### src/rtl/sfcd_pkg.sv
package sfcd_pkg;

    // Default limits
    localparam int unsigned     MAX_SOURCE_VERTICES_DEF = 1024;
    localparam longint unsigned MAX_OUTPUT_VERTICES_DEF = 64'd65536;

    // Command queue between front and back (power of two)
    localparam int unsigned QUEUE_DEPTH = 4;
    localparam int unsigned QUEUE_AW    = $clog2(QUEUE_DEPTH);

    // Result kinds on the output channel
    localparam logic [1:0] RES_VERTEX   = 2'd0;
    localparam logic [1:0] RES_TRIANGLE = 2'd1;
    localparam logic [1:0] RES_END      = 2'd2;

    // Classified commands handed from front to back
    typedef enum logic [1:0] {
        CMD_START,
        CMD_END,
        CMD_VERTEX
    } cmd_kind_t;

    typedef struct packed {
        cmd_kind_t   kind;
        logic        fan;       // start: primitive is a fan
        logic        src_bad;   // vertex: source index out of range
        logic [9:0]  vidx;      // vertex: masked source index
        logic [31:0] u_bits;
        logic [31:0] v_bits;
    } cmd_t;

endpackage

### src/rtl/sfcd_front.sv
module sfcd_front #(
    parameter int unsigned MAX_SOURCE_VERTICES = sfcd_pkg::MAX_SOURCE_VERTICES_DEF
) (
    input  logic           clk,
    input  logic           rst_n,
    input  logic           cmd_valid,
    output logic           cmd_ready,
    input  logic [31:0]    command_word,
    input  logic           q_full,
    output logic           push,
    output sfcd_pkg::cmd_t push_cmd
);

    typedef enum logic [1:0] {
        PH_COUNT,
        PH_U,
        PH_V,
        PH_INDEX
    } phase_t;

    phase_t      phase_reg, phase_next;
    logic [30:0] vleft_reg, vleft_next;
    logic [31:0] held_u_reg, held_v_reg;
    logic        accept;
    logic [31:0] mag;
    logic [30:0] vleft_dec;

    assign cmd_ready = !q_full;
    assign accept    = cmd_valid && cmd_ready;

    // Magnitude of a negative count, saturated to 31 bits
    assign mag       = ~command_word + 32'd1;
    assign vleft_dec = (vleft_reg != 31'd0) ? vleft_reg - 31'd1 : vleft_reg;

    // Word classification and next-state
    always_comb
    begin
        phase_next       = phase_reg;
        vleft_next       = vleft_reg;
        push             = 1'b0;
        push_cmd.kind    = sfcd_pkg::CMD_VERTEX;
        push_cmd.fan     = command_word[31];
        push_cmd.src_bad = (command_word >= 32'(MAX_SOURCE_VERTICES));
        push_cmd.vidx    = command_word[9:0];
        push_cmd.u_bits  = held_u_reg;
        push_cmd.v_bits  = held_v_reg;
        if (accept)
        begin
            case (phase_reg)
                PH_COUNT:
                begin
                    push = 1'b1;
                    if (command_word == 32'd0)
                    begin
                        push_cmd.kind = sfcd_pkg::CMD_END;
                        vleft_next    = 31'd0;
                    end
                    else
                    begin
                        push_cmd.kind = sfcd_pkg::CMD_START;
                        phase_next    = PH_U;
                        if (command_word[31])
                            vleft_next = mag[31] ? 31'h7FFF_FFFF : mag[30:0];
                        else
                            vleft_next = command_word[30:0];
                    end
                end
                PH_U:
                    phase_next = PH_V;
                PH_V:
                    phase_next = PH_INDEX;
                PH_INDEX:
                begin
                    push       = 1'b1;
                    vleft_next = vleft_dec;
                    phase_next = (vleft_dec == 31'd0) ? PH_COUNT : PH_U;
                end
                default:
                    phase_next = PH_COUNT;
            endcase
        end
    end

    // Control state
    always_ff @(posedge clk or negedge rst_n)
    begin
        if (!rst_n)
        begin
            phase_reg <= PH_COUNT;
            vleft_reg <= 31'd0;
        end
        else
        begin
            phase_reg <= phase_next;
            vleft_reg <= vleft_next;
        end
    end

    // Held texture words
    always_ff @(posedge clk)
    begin
        if (accept && phase_reg == PH_U)
            held_u_reg <= command_word;
        if (accept && phase_reg == PH_V)
            held_v_reg <= command_word;
    end

endmodule

### src/rtl/sfcd_queue.sv
module sfcd_queue (
    input  logic           clk,
    input  logic           rst_n,
    input  logic           push,
    input  sfcd_pkg::cmd_t push_cmd,
    output logic           full,
    input  logic           pop,
    output logic           q_valid,
    output sfcd_pkg::cmd_t head_cmd
);

    localparam int unsigned AW = sfcd_pkg::QUEUE_AW;

    sfcd_pkg::cmd_t mem_reg [sfcd_pkg::QUEUE_DEPTH];
    logic [AW-1:0]  wr_ptr_reg, rd_ptr_reg;
    logic [AW:0]    count_reg;
    logic           do_push, do_pop;

    assign full     = (count_reg == (AW+1)'(sfcd_pkg::QUEUE_DEPTH));
    assign q_valid  = (count_reg != '0);
    assign head_cmd = mem_reg[rd_ptr_reg];
    assign do_push  = push && !full;
    assign do_pop   = pop && q_valid;

    // Pointers and occupancy
    always_ff @(posedge clk or negedge rst_n)
    begin
        if (!rst_n)
        begin
            wr_ptr_reg <= '0;
            rd_ptr_reg <= '0;
            count_reg  <= '0;
        end
        else
        begin
            if (do_push)
                wr_ptr_reg <= wr_ptr_reg + AW'(1);
            if (do_pop)
                rd_ptr_reg <= rd_ptr_reg + AW'(1);
            if (do_push && !do_pop)
                count_reg <= count_reg + (AW+1)'(1);
            else if (do_pop && !do_push)
                count_reg <= count_reg - (AW+1)'(1);
        end
    end

    // Entry storage
    always_ff @(posedge clk)
    begin
        if (do_push)
            mem_reg[wr_ptr_reg] <= push_cmd;
    end

endmodule

### src/rtl/sfcd_back.sv
module sfcd_back #(
    parameter longint unsigned MAX_OUTPUT_VERTICES = sfcd_pkg::MAX_OUTPUT_VERTICES_DEF
) (
    input  logic           clk,
    input  logic           rst_n,
    input  logic           q_valid,
    input  sfcd_pkg::cmd_t head_cmd,
    output logic           pop,
    output logic           res_valid,
    input  logic           res_ready,
    output logic [1:0]     result_kind,
    output logic [31:0]    tex_u_bits,
    output logic [31:0]    tex_v_bits,
    output logic [9:0]     vertex_index,
    output logic [15:0]    corner_a,
    output logic [15:0]    corner_b,
    output logic [15:0]    corner_c,
    output logic           index_error
);

    localparam logic [16:0] OUT_LIMIT =
        (MAX_OUTPUT_VERTICES < 64'd65536) ? 17'(MAX_OUTPUT_VERTICES) : 17'h10000;

    logic [15:0] pvc_reg, pvc_next;
    logic [15:0] base_reg, base_next;
    logic        parity_reg, parity_next;
    logic        fan_reg, fan_next;
    logic        ovf_reg, ovf_next;
    logic        out_valid_reg;

    logic        slot_free, produce;
    logic [16:0] base_sum, abs_new;
    logic [15:0] n, nm1, nm2, nm3;
    logic        ovf_vtx;
    logic [1:0]  kind_next;
    logic [15:0] ca_next, cb_next, cc_next;
    logic        err_next;

    assign slot_free = !out_valid_reg || res_ready;
    assign pop       = q_valid && (head_cmd.kind == sfcd_pkg::CMD_START || slot_free);
    assign produce   = pop && (head_cmd.kind != sfcd_pkg::CMD_START);
    assign res_valid = out_valid_reg;

    // Vertex count and absolute index of the new vertex
    assign ovf_vtx  = ovf_reg || (pvc_reg == 16'hFFFF);
    assign n        = (pvc_reg == 16'hFFFF) ? pvc_reg : pvc_reg + 16'd1;
    assign nm1      = n - 16'd1;
    assign nm2      = n - 16'd2;
    assign nm3      = n - 16'd3;
    assign abs_new  = {1'b0, base_reg} + {1'b0, nm1};
    assign base_sum = {1'b0, base_reg} + {1'b0, pvc_reg};

    // Command execution
    always_comb
    begin
        pvc_next    = pvc_reg;
        base_next   = base_reg;
        parity_next = parity_reg;
        fan_next    = fan_reg;
        ovf_next    = ovf_reg;
        kind_next   = sfcd_pkg::RES_END;
        ca_next     = 16'd0;
        cb_next     = 16'd0;
        cc_next     = 16'd0;
        err_next    = 1'b0;
        if (pop)
        begin
            case (head_cmd.kind)
                sfcd_pkg::CMD_START:
                begin
                    fan_next    = head_cmd.fan;
                    parity_next = 1'b0;
                    pvc_next    = 16'd0;
                    if (base_sum[16])
                    begin
                        base_next = 16'hFFFF;
                        ovf_next  = 1'b1;
                    end
                    else
                        base_next = base_sum[15:0];
                end
                sfcd_pkg::CMD_END:
                begin
                    base_next = 16'd0;
                    pvc_next  = 16'd0;
                    ovf_next  = 1'b0;
                end
                sfcd_pkg::CMD_VERTEX:
                begin
                    pvc_next  = n;
                    ovf_next  = ovf_vtx;
                    err_next  = ovf_vtx || head_cmd.src_bad || (abs_new >= OUT_LIMIT);
                    kind_next = sfcd_pkg::RES_VERTEX;
                    if (n >= 16'd3)
                    begin
                        kind_next = sfcd_pkg::RES_TRIANGLE;
                        if (fan_reg)
                        begin
                            ca_next = base_reg;
                            cb_next = base_reg + nm1;
                            cc_next = base_reg + nm2;
                        end
                        else
                        begin
                            parity_next = !parity_reg;
                            if (!parity_reg)
                            begin
                                ca_next = base_reg + nm1;
                                cb_next = base_reg + nm2;
                                cc_next = base_reg + nm3;
                            end
                            else
                            begin
                                ca_next = base_reg + nm3;
                                cb_next = base_reg + nm2;
                                cc_next = base_reg + nm1;
                            end
                        end
                    end
                end
                default:
                    kind_next = sfcd_pkg::RES_END;
            endcase
        end
    end

    // Primitive state and output valid
    always_ff @(posedge clk or negedge rst_n)
    begin
        if (!rst_n)
        begin
            pvc_reg       <= 16'd0;
            base_reg      <= 16'd0;
            parity_reg    <= 1'b0;
            fan_reg       <= 1'b0;
            ovf_reg       <= 1'b0;
            out_valid_reg <= 1'b0;
        end
        else
        begin
            pvc_reg    <= pvc_next;
            base_reg   <= base_next;
            parity_reg <= parity_next;
            fan_reg    <= fan_next;
            ovf_reg    <= ovf_next;
            if (produce)
                out_valid_reg <= 1'b1;
            else if (res_ready)
                out_valid_reg <= 1'b0;
        end
    end

    // Result payload register
    always_ff @(posedge clk)
    begin
        if (produce)
        begin
            result_kind <= kind_next;
            corner_a    <= ca_next;
            corner_b    <= cb_next;
            corner_c    <= cc_next;
            index_error <= err_next;
            if (head_cmd.kind == sfcd_pkg::CMD_VERTEX)
            begin
                tex_u_bits   <= head_cmd.u_bits;
                tex_v_bits   <= head_cmd.v_bits;
                vertex_index <= head_cmd.vidx;
            end
            else
            begin
                tex_u_bits   <= 32'd0;
                tex_v_bits   <= 32'd0;
                vertex_index <= 10'd0;
            end
        end
    end

endmodule

### src/rtl/strip_fan_command_decoder_top.sv
// Result path: an index or zero-count word is classified by the front into the command queue,
//   then executed by the back into the output register, which presents its result.
// Throughput: 1 command word per cycle, sustained while the result side takes one per cycle;
//   the 4-entry command queue and the output register absorb short stalls.
// Reset (rst_n, async, active low) returns the parser to expecting a count word, with
//   base, vertex count, parity and overflow cleared and the queue and output empty.
module strip_fan_command_decoder_top #(
    parameter int unsigned     MAX_SOURCE_VERTICES = sfcd_pkg::MAX_SOURCE_VERTICES_DEF,
    parameter longint unsigned MAX_OUTPUT_VERTICES = sfcd_pkg::MAX_OUTPUT_VERTICES_DEF
) (
    input  logic        clk,
    input  logic        rst_n,
    input  logic        cmd_valid,
    output logic        cmd_ready,
    input  logic [31:0] command_word,
    output logic        res_valid,
    input  logic        res_ready,
    output logic [1:0]  result_kind,
    output logic [31:0] tex_u_bits,
    output logic [31:0] tex_v_bits,
    output logic [9:0]  vertex_index,
    output logic [15:0] corner_a,
    output logic [15:0] corner_b,
    output logic [15:0] corner_c,
    output logic        index_error
);

    logic           push, q_full, q_valid, pop;
    sfcd_pkg::cmd_t push_cmd, head_cmd;

    // Word parser
    sfcd_front #(
        .MAX_SOURCE_VERTICES(MAX_SOURCE_VERTICES)
    ) u_front (
        .clk         (clk),
        .rst_n       (rst_n),
        .cmd_valid   (cmd_valid),
        .cmd_ready   (cmd_ready),
        .command_word(command_word),
        .q_full      (q_full),
        .push        (push),
        .push_cmd    (push_cmd)
    );

    // Command queue
    sfcd_queue u_queue (
        .clk     (clk),
        .rst_n   (rst_n),
        .push    (push),
        .push_cmd(push_cmd),
        .full    (q_full),
        .pop     (pop),
        .q_valid (q_valid),
        .head_cmd(head_cmd)
    );

    // Triangle assembler
    sfcd_back #(
        .MAX_OUTPUT_VERTICES(MAX_OUTPUT_VERTICES)
    ) u_back (
        .clk         (clk),
        .rst_n       (rst_n),
        .q_valid     (q_valid),
        .head_cmd    (head_cmd),
        .pop         (pop),
        .res_valid   (res_valid),
        .res_ready   (res_ready),
        .result_kind (result_kind),
        .tex_u_bits  (tex_u_bits),
        .tex_v_bits  (tex_v_bits),
        .vertex_index(vertex_index),
        .corner_a    (corner_a),
        .corner_b    (corner_b),
        .corner_c    (corner_c),
        .index_error (index_error)
    );

endmodule
### config.mk
export PLATFORM = sky130hd
export DESIGN_NAME = strip_fan_command_decoder_top
export DESIGN_NICKNAME = d
export VERILOG_FILES = /design/src/rtl/sfcd_pkg.sv /design/src/rtl/sfcd_front.sv /design/src/rtl/sfcd_queue.sv /design/src/rtl/sfcd_back.sv /design/src/rtl/strip_fan_command_decoder_top.sv
export SDC_FILE = /design/constraint.sdc
export NUM_CORES = 1
export LEC_CHECK = 0
export BUFFER_PORTS_ARGS = -buffer_cell sky130_fd_sc_hd__buf_2
export CAP_MARGIN = 20
export CELL_PAD_IN_SITES_DETAIL_PLACEMENT = 0
export CELL_PAD_IN_SITES_GLOBAL_PLACEMENT = 1
export CORE_MARGIN = 1
export CORE_UTILIZATION = 45
export CTS_CLUSTER_DIAMETER = 100
export DETAILED_ROUTE_END_ITERATION = 8
export PLACE_DENSITY = 0.85
export REMOVE_ABC_BUFFERS = 1
export SYNTH_ARGS = -nofsm -noshare
export SYNTH_HDL_FRONTEND = slang
export SYNTH_SLANG_ARGS = --single-unit
### constraint.sdc
create_clock -name clk -period 10.7 [get_ports clk]
set_clock_uncertainty 0.15 [all_clocks]
set_input_delay 0.535 -clock clk [delete_from_list [all_inputs] [get_ports clk]]
set_output_delay 0.535 -clock clk [all_outputs]
set_load 0.01 [all_outputs]
==> results.txt <==
- Area leader, netlist: sky130_fd_sc_hd__edfxtp_1
* Core area: 0.0594 mm²
- Clk pin slew, worst setup/hold paths: 0.06 ns
* Classification of the worst-slack hold path: primary input to register
- Slew at the pin closest to its max-slew limit: 1.11 ns
- After synthesis the netlist holds a flip-flop and latch count of 577.
- VDD sags by at most 195 µV.
- STA puts the critical path data required time at 10.90 ns.
* Area Growth Syn to Fin: 13.7%
- Derived from the worst setup path, the maximum achievable clock frequency is 178 MHz.
* Total of warnings raised by yosys: 0
* Sequential share of the synthesized area: 62.2%
- Setup violations remaining at the end of the flow were counted as 0.
- Filler Cells Inserted: 4,908
- The initial antenna violation count was 6.
- Once layout is complete, the utilization of the core stands at 52.1%.
- For this design the top-level I/O count stands at 163.
- Outcome: finished, final reports clean
- Max-slew headroom at the worst pin: 25.7%
- For this design the ratio of total power to cell area is 302 mW/mm².
* Min Tclk post-route: 5.62 ns
- After detailed routing, the average wire length per cell comes to 22.1 µm.
* Final-report hold violation count: 0
- In this run the clock root is driven by a sky130_fd_sc_hd__clkbuf_16.
- Leading cell type by number of instances after synthesis: sky130_fd_sc_hd__edfxtp_1
- Wire length after detailed routing: 67.0 mm
- The H-tree was split into 2 levels.
- Synthesis handed over a netlist of 2,045 instances.
- In this run the core area contains 89 standard-cell rows.
* Detailed-route vias per instance: 5.82
- Kind of start point of the critical path: register
- The pre-antenna-repair detailed-routing pass consisted of 6 iterations.
* Initial cell density of the core: 45.9%
- After synthesis, the share of flip-flops with an asynchronous set or reset is 13.2%.
- TritonCTS created 58 clock buffers.
- Category of the worst setup path capture point: register
* Die Span X: 248 µm
- Category of the most critical setup path: register to register
- Final hold analysis gives a worst-case slack of 0.0413 ns.
* Routability cong.: 0.894
* Global route overflow: 0
* Largest net degree at the start of global routing: 60
* Synth Flop Type: sky130_fd_sc_hd__edfxtp_1
- In the post-synthesis netlist, the biggest area contributors are sky130_fd_sc_hd__edfxtp_1 55%, sky130_fd_sc_hd__dfrtp_1 7.0%, sky130_fd_sc_hd__mux4_2 6.5%.
* Vias: 17,600
- Wire length of the first global-routing pass: 103 mm
- No sink is reached through more buffers than the 3 on the longest clock path.
* Clock net sink count: 577
- List of most frequent post-synthesis cells: 501 x sky130_fd_sc_hd__edfxtp_1, 142 x sky130_fd_sc_hd__nand2_1, 119 x sky130_fd_sc_hd__o21ai_0
- Detailed placer's ending HPWL: 43.3 mm
- In this run, placement finished with an instance count of 2,909.
- Port buffering added 162 buffers.
- Count of flip-flops with a built-in enable after synthesis: 501
- Top fanout value on the critical path: 14
- Arrival time at the worst endpoint: 5.82 ns
* Total Die Area: 0.0615 mm²
- The number of different library cells used by synthesis comes to 78.
- The number of global-route vias before repair is 17,600.
- In the finished design, the share of the clock period the worst path needs comes to 52.5%.
- Max Cap Viol: 0
- For the final routed database, the setup TNS stands at 0 ns.
* Synthesized area per cell: 13.3 µm²
- Final cell count without fillers: 3,028
- For this block, the initial DRC count from the detailed router was 1,620.
* Antenna violation net count after detailed routing: 0
- Slew Limit Fails: 0
* Worst-skew pair later-pin latency: 0.64 ns
* CTS resizes: 0
* Post-route DRC violation count: 0
- RSZ-0062 raised after global routing: false
- Of the cells placed in the final design, the portion with a size suffix greater than 1 is 18.1%.
- For this run, the total global-route usage over all layers was measured as 22.0%.
- TritonCTS built the clock tree.
- Final net count: 2,317
* Die H: 248 µm
* Max reg flops: 312
- The top cell type by area accounts for 55.3% of the synthesized area.
- The synthesized netlist occupies a cell area of 0.0272 mm².
- The analysis attributes to cell leakage a power of 11.4 nW.
## cells in the final DEF, fill, tap and decap left out, drive strengths merged, types with 8 or more instances in the layout
cell type / count
edfxtp: 501
buf: 187
nand2: 142
o21ai: 122
nor2: 117
a21oi: 116
and2: 89
mux4: 78
clkbuf: 77
dfrtp: 76
ha: 73
inv: 66
xnor2: 56
nor3: 50
nand3: 39
xor2: 38
a31oi: 37
nand2b: 27
a21o: 27
a211oi: 26
clkinv: 22
nand4: 20
o21a: 20
and3: 20
nor4: 18
or3: 17
o22ai: 15
or2: 14
o311ai: 12
nor2b: 12
mux2i: 11
o31ai: 9
mux2: 8
a22oi: 8
or4: 8
## what timing repair did
action / CTS / global route
setup buffers: 0 / 0
hold endpoints to repair: 36 / 0
hold buffers: 6 / 0
## cell type report
class                           instances  area [µm²]  area share, %
Antenna cell                            3        7.51         0.0243
Clock buffer                           77        1600           5.18
Clock inverter                         32         403           1.30
Inverter                               64         240          0.776
Multi-Input combinational cell       1309        9690           31.3
Sequential cell                       577       17000           54.8
Tap cell                              773         967           3.13
Timing Repair Buffer                  193        1080           3.51
## where the power goes
| part | internal, W | switching (W) | total, W |
|---|---|---|---|
| Sequential | 0.00324 | 0.000368 | 0.00360 |
| Clock | 0.00123 | 0.000883 | 0.00211 |
| Combinational | 0.00142 | 0.00221 | 0.00362 |
## per-stage QoR
step | setup slack [ns] | total power, W | instance area, µm²
after floorplan | -3.38 | 0.00612 | 26800
after global placement | 5.30 | 0.00715 | 28800
after detailed placement | 5.09 | 0.00724 | 28900
after CTS | 5.09 | 0.00939 | 30900
after global routing | 4.63 | 0.00988 | 30900
final | 5.08 | 0.00934 | 30900
## kinds of logic after synthesis
| kind of cell | count (synthesis) | share of synthesized area (%) |
|---|---|---|
| fa+ha+maj | 78 | 3.72 |
| flops | 577 | 62.2 |
| xor+xnor | 94 | 3.02 |
| compound gates | 452 | 10.4 |
| buf+inv | 159 | 2.28 |
| simple gates | 588 | 11.1 |
| mux | 97 | 7.19 |
## final timing paths
path,from,end,slack [ns],cells after the start
worst max-delay path,u_back.pvc_reg[0],u_back.corner_a[14],5.08,18
worst min-delay path,command_word[14],u_front.held_u_reg[14],0.04,1
worst max register to register,u_back.pvc_reg[0],u_back.corner_a[14],5.08,18
worst min register to register,u_front.held_v_reg[14],u_queue.mem_reg[3][14],0.33,0
max in group asynchronous,rst_n,u_queue.rd_ptr_reg[1],9.03,3
min in group asynchronous,rst_n,u_back.pvc_reg[13],0.23,2
## worst max-delay path, cell delays in order, from the launching register on
cell and delay [ns]:
sky130_fd_sc_hd__dfrtp_1 0.50, sky130_fd_sc_hd__ha_1 0.30, sky130_fd_sc_hd__nand2_1 0.18, sky130_fd_sc_hd__nor4_2 0.49, sky130_fd_sc_hd__nand2_1 0.47, sky130_fd_sc_hd__nand2_1 0.21
sky130_fd_sc_hd__xor2_1 0.34, sky130_fd_sc_hd__nor2b_1 0.24, sky130_fd_sc_hd__nand2_1 0.09, sky130_fd_sc_hd__xor2_1 0.17, sky130_fd_sc_hd__ha_1 0.35, sky130_fd_sc_hd__o21a_1 0.14
sky130_fd_sc_hd__o31ai_1 0.09, sky130_fd_sc_hd__a21boi_0 0.41, sky130_fd_sc_hd__o21ai_0 0.31, sky130_fd_sc_hd__a221oi_1 0.53, sky130_fd_sc_hd__nor3_1 0.10, sky130_fd_sc_hd__a211oi_1 0.23
sky130_fd_sc_hd__a211oi_1 0.06
## layer usage
layer | global-route usage, % | wire [µm] | part of all wire, %
met3 | 3.73 | 4480 | 6.7
met1 | 31.3 | 30200 | 45
met2 | 34.9 | 30900 | 46
met4 | 5.49 | 1370 | 2.0
met5 | 0 | 22 | 0.033
(Power assumes the default switching activity.)
